File: config.mk
export PLATFORM = sky130hd
export DESIGN_NAME = lzfd_queue
export DESIGN_NICKNAME = d
export VERILOG_FILES = /design/src/design/lzfd_pkg.sv /design/src/design/lzfd_queue.sv
export SDC_FILE = /design/constraint.sdc
export NUM_CORES = 1
export LEC_CHECK = 0
export BUFFER_PORTS_ARGS = -buffer_cell sky130_fd_sc_hd__buf_2
export CELL_PAD_IN_SITES_DETAIL_PLACEMENT = 1
export CELL_PAD_IN_SITES_GLOBAL_PLACEMENT = 2
export CORE_MARGIN = 4
export CORE_UTILIZATION = 39
export CTS_BUF_LIST = sky130_fd_sc_hd__clkbuf_2 sky130_fd_sc_hd__clkbuf_4 sky130_fd_sc_hd__clkbuf_8
export DETAILED_ROUTE_END_ITERATION = 16
export HOLD_SLACK_MARGIN = 0.12
export PLACE_DENSITY_LB_ADDON = 0.1
export SYNTH_ARGS = -nofsm -noshare
export SYNTH_HDL_FRONTEND = slang
export SYNTH_SLANG_ARGS = --single-unit
File: constraint.sdc
create_clock -name i_clk -period 2.3 [get_ports i_clk]
set_input_delay 0.46 -clock i_clk [delete_from_list [all_inputs] [get_ports i_clk]]
set_output_delay 0.46 -clock i_clk [all_outputs]
set_load 0.005 [all_outputs]
File: src/design/lzfd_pkg.sv
package lzfd_pkg;

    localparam int HISTORY_DEPTH_DEF = 4096;
    localparam int COUNT_BITS_DEF    = 24;
    localparam int LEN_BITS          = 24;

    typedef enum logic [1:0] {
        ERR_NONE      = 2'd0,
        ERR_BAD_DIST  = 2'd1,
        ERR_TRUNCATED = 2'd2,
        ERR_WRONG_CMD = 2'd3
    } t_err;

    localparam logic CMD_FEED  = 1'b0;
    localparam logic CMD_DRAIN = 1'b1;

    typedef struct packed {
        logic       cmd;
        logic [7:0] data;
    } t_item;

    typedef struct packed {
        logic  valid;
        t_item item;
    } t_q_out;

endpackage

File: src/design/lzfd_queue.sv
module lzfd_queue
    import lzfd_pkg::*;
(
    input  logic   i_clk,
    input  logic   i_rst_n,
    input  logic   i_push_valid,
    input  t_item  i_push_item,
    output logic   o_push_stall,
    input  logic   i_pop,
    output t_q_out o_head
);

    t_item      r_mem [2];
    logic       r_rd;
    logic       r_wr;
    logic [1:0] r_cnt;
    logic       push;
    logic       pop;

    assign o_push_stall = (r_cnt == 2'd2);
    assign push = i_push_valid && !o_push_stall;
    assign pop  = i_pop && (r_cnt != 2'd0);

    always_ff @(posedge i_clk) begin
        if (!i_rst_n) begin
            r_rd  <= 1'b0;
            r_wr  <= 1'b0;
            r_cnt <= 2'd0;
        end else begin
            if (push) begin
                r_wr <= !r_wr;
            end
            if (pop) begin
                r_rd <= !r_rd;
            end
            r_cnt <= r_cnt + 2'(push) - 2'(pop);
        end
    end

    always_ff @(posedge i_clk) begin
        if (push) begin
            r_mem[r_wr] <= i_push_item;
        end
    end

    assign o_head.valid = (r_cnt != 2'd0);
    assign o_head.item  = r_mem[r_rd];

endmodule

# Word level (Yosys, flattened, before mapping)
# Memory sizes are Yosys's and may differ from the RTL's. A register that Yosys moved wholly into a read port is not among the register bits.
# Index checks and enable logic that the tools add are counted.
# classes
n_eq_ne	1
reduce_logical	6
mux	4
add_sub_neg	2
# op_table
operator	n
$mux W1	4
$logic_not A1 Y1	3
$add A2 B1 Y2	1
$eq A2 B2 Y1 const B	1
$logic_and A1 B1 Y1	2
$reduce_bool A2 Y1	1
$sub A2 B1 Y2	1
# totals
input_bits	13
n_memories	1
mem_bits_rw	18
out_inout_bits	11
word_cells	17
register_bits	4
# memory_table
memory	words	width	read_ports	rd_clocked_by_memory_dff	write_ports	line_no	text
r_mem	2	9	1	1	1	lzfd_queue.sv:13	t_item r_mem [2];

# Depth between registers and ports, before layout
# depth
ltp_word	5
mapped_depth	8
mapped_depth_nobuf	8

# Worst setup path after synthesis
# OpenSTA, ideal clock, no wires.
# synth_timing
path_type	input to register
start	input port i_pop
end	register r_cnt[1]
n_path_buf	0
stages	7
setup_ns	0.115
setup_slack_ns	0.814
t_required_ns	2.185
arrival_ns	1.371
path_cell_list	o21a_2 ha_1 inv_1 ha_1 xor2_1 xnor2_1 nor2_1
# synth_between
elab_chain_cells	2
# synth_rtl
element	line_no	text
start: declaration	lzfd_queue.sv:9	input logic i_pop,
$logic_and A1 B1 Y1	lzfd_queue.sv:22	assign pop = i_pop && (r_cnt != 2'd0);
$sub A2 B1 Y2	lzfd_queue.sv:36	r_cnt <= r_cnt + 2'(push) - 2'(pop);
end signal: assignment	lzfd_queue.sv:36	
end: declaration	lzfd_queue.sv:16	logic [1:0] r_cnt;
# Every way passes these cells.
# A chain may end at the register's enable or synchronous reset.

==> flow_metrics.py <==
metrics = {
    "status": {
        "status": "finished clean",
    },
    "synthesis": {
        "yosysMostFrequentCell": "edfxtp_1",
        "netlist_instances": 54,
        "synth-edff-count": 18,
        "syn-num-nets": 69,
        "yosysWarnings": 0,
        "synthMuxAreaShare": 0.126,
        "avgSynthCellArea_um2": 16.3,
        "synthSimpleGateAreaFrac": 0.0610,
        "synth_cell_types": 16,
        "synth_compound_area_frac": 0.00993,
        "synthTopCellsByCount": "edfxtp_1, mux2_2, dfxtp_1",
        "synthAdderAreaFrac": 0.0284,
        "synthArstFlopShare": 0,
        "synth-seq-cells": 23,
        "synth_seq_area_share": 0.726,
        "synth_top_area_share": 0.613,
        "netlist_area_um2": 882,
        "yosysTopAreaCell": "edfxtp_1",
        "synthXorXnorAreaFrac": 0.0298,
        "synthTopCellsByArea": "edfxtp_1, mux2_2, dfxtp_1, ha_1, xnor2_1",
        "synth_top_family_by_area": "multiplexers",
        "synth_flop_cell": "edfxtp_1",
    },
    "clock_network": {
        "post_cts_resized": 0,
        "clk_latency_ns": 0.29,
        "cts_hold_buf": 0,
        "cts.sinks": 23,
        "htreeDepth": 1,
        "cts_tree": "built",
        "clk_pin_slew_worst_paths_ns": 0.12,
        "cts_buffer_depth": 2,
        "cts_buffers": 3,
        "root_buffer": "clkbuf_4",
        "post_cts_buffers": 0,
    },
    "placement": {
        "dp.cells": 104,
        "io_buffers": 23,
        "place_congestion": 0.661,
        "postPlaceCellArea_um2": 1030,
        "place_hpwl_um": 1080,
    },
    "sta": {
        "period_share": 0.804,
        "worst_pin_slew_ns": 0.406,
        "clock_skew_ns": 0.00338,
        "setup_viol": 0,
        "slew_viol_final": 0,
        "fin_setup_tns_ns": 0,
        "whs_ns": 0.350,
        "hold_viol": 0,
        "rsz0062_at_grt": "false",
        "fin_crit_ns": 1.85,
        "max_slew_margin": 0.730,
        "max_freq_mhz": 541,
    },
    "critical_path": {
        "path_class": "flip-flop to output port",
        "startpoint_type": "flip-flop",
        "slowest_delay_ns": 0.58,
        "rr_startpoint": "r_cnt[0]$_SDFF_PN0_",
        "crit_slowest_cell": "dfxtp_1",
        "rrSetupSlack_ns": 0.72,
        "critical_path.cell_chain": "mux2_2, buf_2",
        "worst_ep_arrival_time_ns": 1.39,
        "worst-path-max-fanout": 9,
        "worstPathRequired_ns": 1.84,
        "worstSetupEndpointType": "output port",
    },
    "finish": {
        "regArea_um2": 641,
        "areaGrowthSynthToFinish_pct": 20.3,
        "final_area_um2": 1060,
        "drive_above_1_share": 0.481,
        "nets": 97,
        "multi_input_area_um2": 225,
        "fin_cells": 108,
        "nFillCells": 212,
        "n_antenna_cell": 0,
    },
    "drt": {
        "wl_per_cell_um": 12.6,
        "drtAntennaViolNets": 0,
        "post-route-drc-count": 0,
        "wl_um": 1360,
        "vias": 499,
        "viasPerCell": 4.62,
        "first_iter_violations": 4,
        "firstDrtPassIters": 2,
    },
    "power_and_ir_drop": {
        "ir_drop_mv": 0.449,
        "total_power_mw": 1.04,
        "p_leak_nw": 0.445,
        "pwr_density_cell_nw_per_um2": 977,
    },
    "min_path": {
        "worstHoldStart": "i_push_item[5]",
        "hold_path_class": "primary input to flip-flop",
    },
    "floorplan": {
        "die_h_um": 55.6,
        "initial_core_util": 0.428,
        "design.die.area_um2": 3090,
        "die-width_um": 55.6,
        "ios": 24,
        "core_area_um2": 2060,
        "rows": 16,
    },
    "flow_run": {
        "max_cap_violations": 0,
    },
    "grt": {
        "grt_pass1_wl_um": 2370,
        "grt_overflow_total": 0,
        "grt_pass1_vias": 520,
        "groute.usage.overall": 0.0939,
        "antenna_found_initial": 0,
        "grt_max_degree": 14,
    },
}
[final timing paths]
| check | to | cells after the start |
|---|---|---|
| worst min-delay path | r_mem[1][5]$_DFFE_PP_ | 1 |
| worst max register to register | r_cnt[1]$_SDFF_PN0_ | 8 |
| worst max-delay path | o_head[0] | 2 |
| worst min register to register | r_wr$_SDFFE_PN0N_ | 2 |
[flip-flops by register name (all words and copies together) (netlist names), named ones only]
name,count
r_cnt,2
r_wr,1
r_rd,1
r_mem,18
[layout by cell type (no fill, tap or decap), drive strengths merged]
cell    synthesis  final
or2             1      1
xnor2           2      2
mux2            9      9
buf             1     24
xor2            1      1
inv             3      3
o21a            1      1
nand2b          2      2
dfxtp           5      5
and3            1      1
ha              2      2
clkbuf          0      3
nand2           2      2
and2            1      1
nor2            4      4
clkinv          0      1
edfxtp         18     18
mux2i           1      1
[worst max-delay path, delay by kind of cell, from the launching register on]
kind	cells	cell delay (ns)
muxes	1	0.38
DFF	1	0.58
buffers and inverters	1	0.13
[layout make-up]
type | count | area share
Timing Repair Buffer | 24 | 0.116
Clock buffer | 3 | 0.0212
Clock inverter | 1 | 0.00472
Sequential cell | 23 | 0.604
Multi-Input combinational cell | 27 | 0.212
Tap cell | 27 | 0.0318
Inverter | 3 | 0.0106
[kinds of logic after synthesis]
family,Yosys count
flops,23
simple gates,11
mux,10
buf+inv,4
xor+xnor,3
fa+ha+maj,2
compound gates,1
[power by group]
| part | switching (mW) | internal, mW | total [mW] |
|---|---|---|---|
| combinational | 0.123 | 0.166 | 0.288 |
| sequential | 0.0484 | 0.528 | 0.576 |
| clock | 0.107 | 0.0646 | 0.172 |
[metal layers]
metal,global-route usage,part of all wire,vias to the layer above
li1,-,-,246
met1,0.109,0.41,238
met2,0.172,0.52,15
met3,0.0233,0.063,0
met4,0.0208,0,0
met5,0,0,-
[per-stage QoR]
| step | setup WS (ns) | util |
|---|---|---|
| after floorplan | 0.814 | - |
| after global placement | 0.693 | 0.501 |
| after detailed placement | 0.642 | 0.501 |
| after CTS | 0.405 | 0.515 |
| after global routing | 0.358 | 0.515 |
| final | 0.450 | 0.515 |
Power figures use the tool's default switching activity.
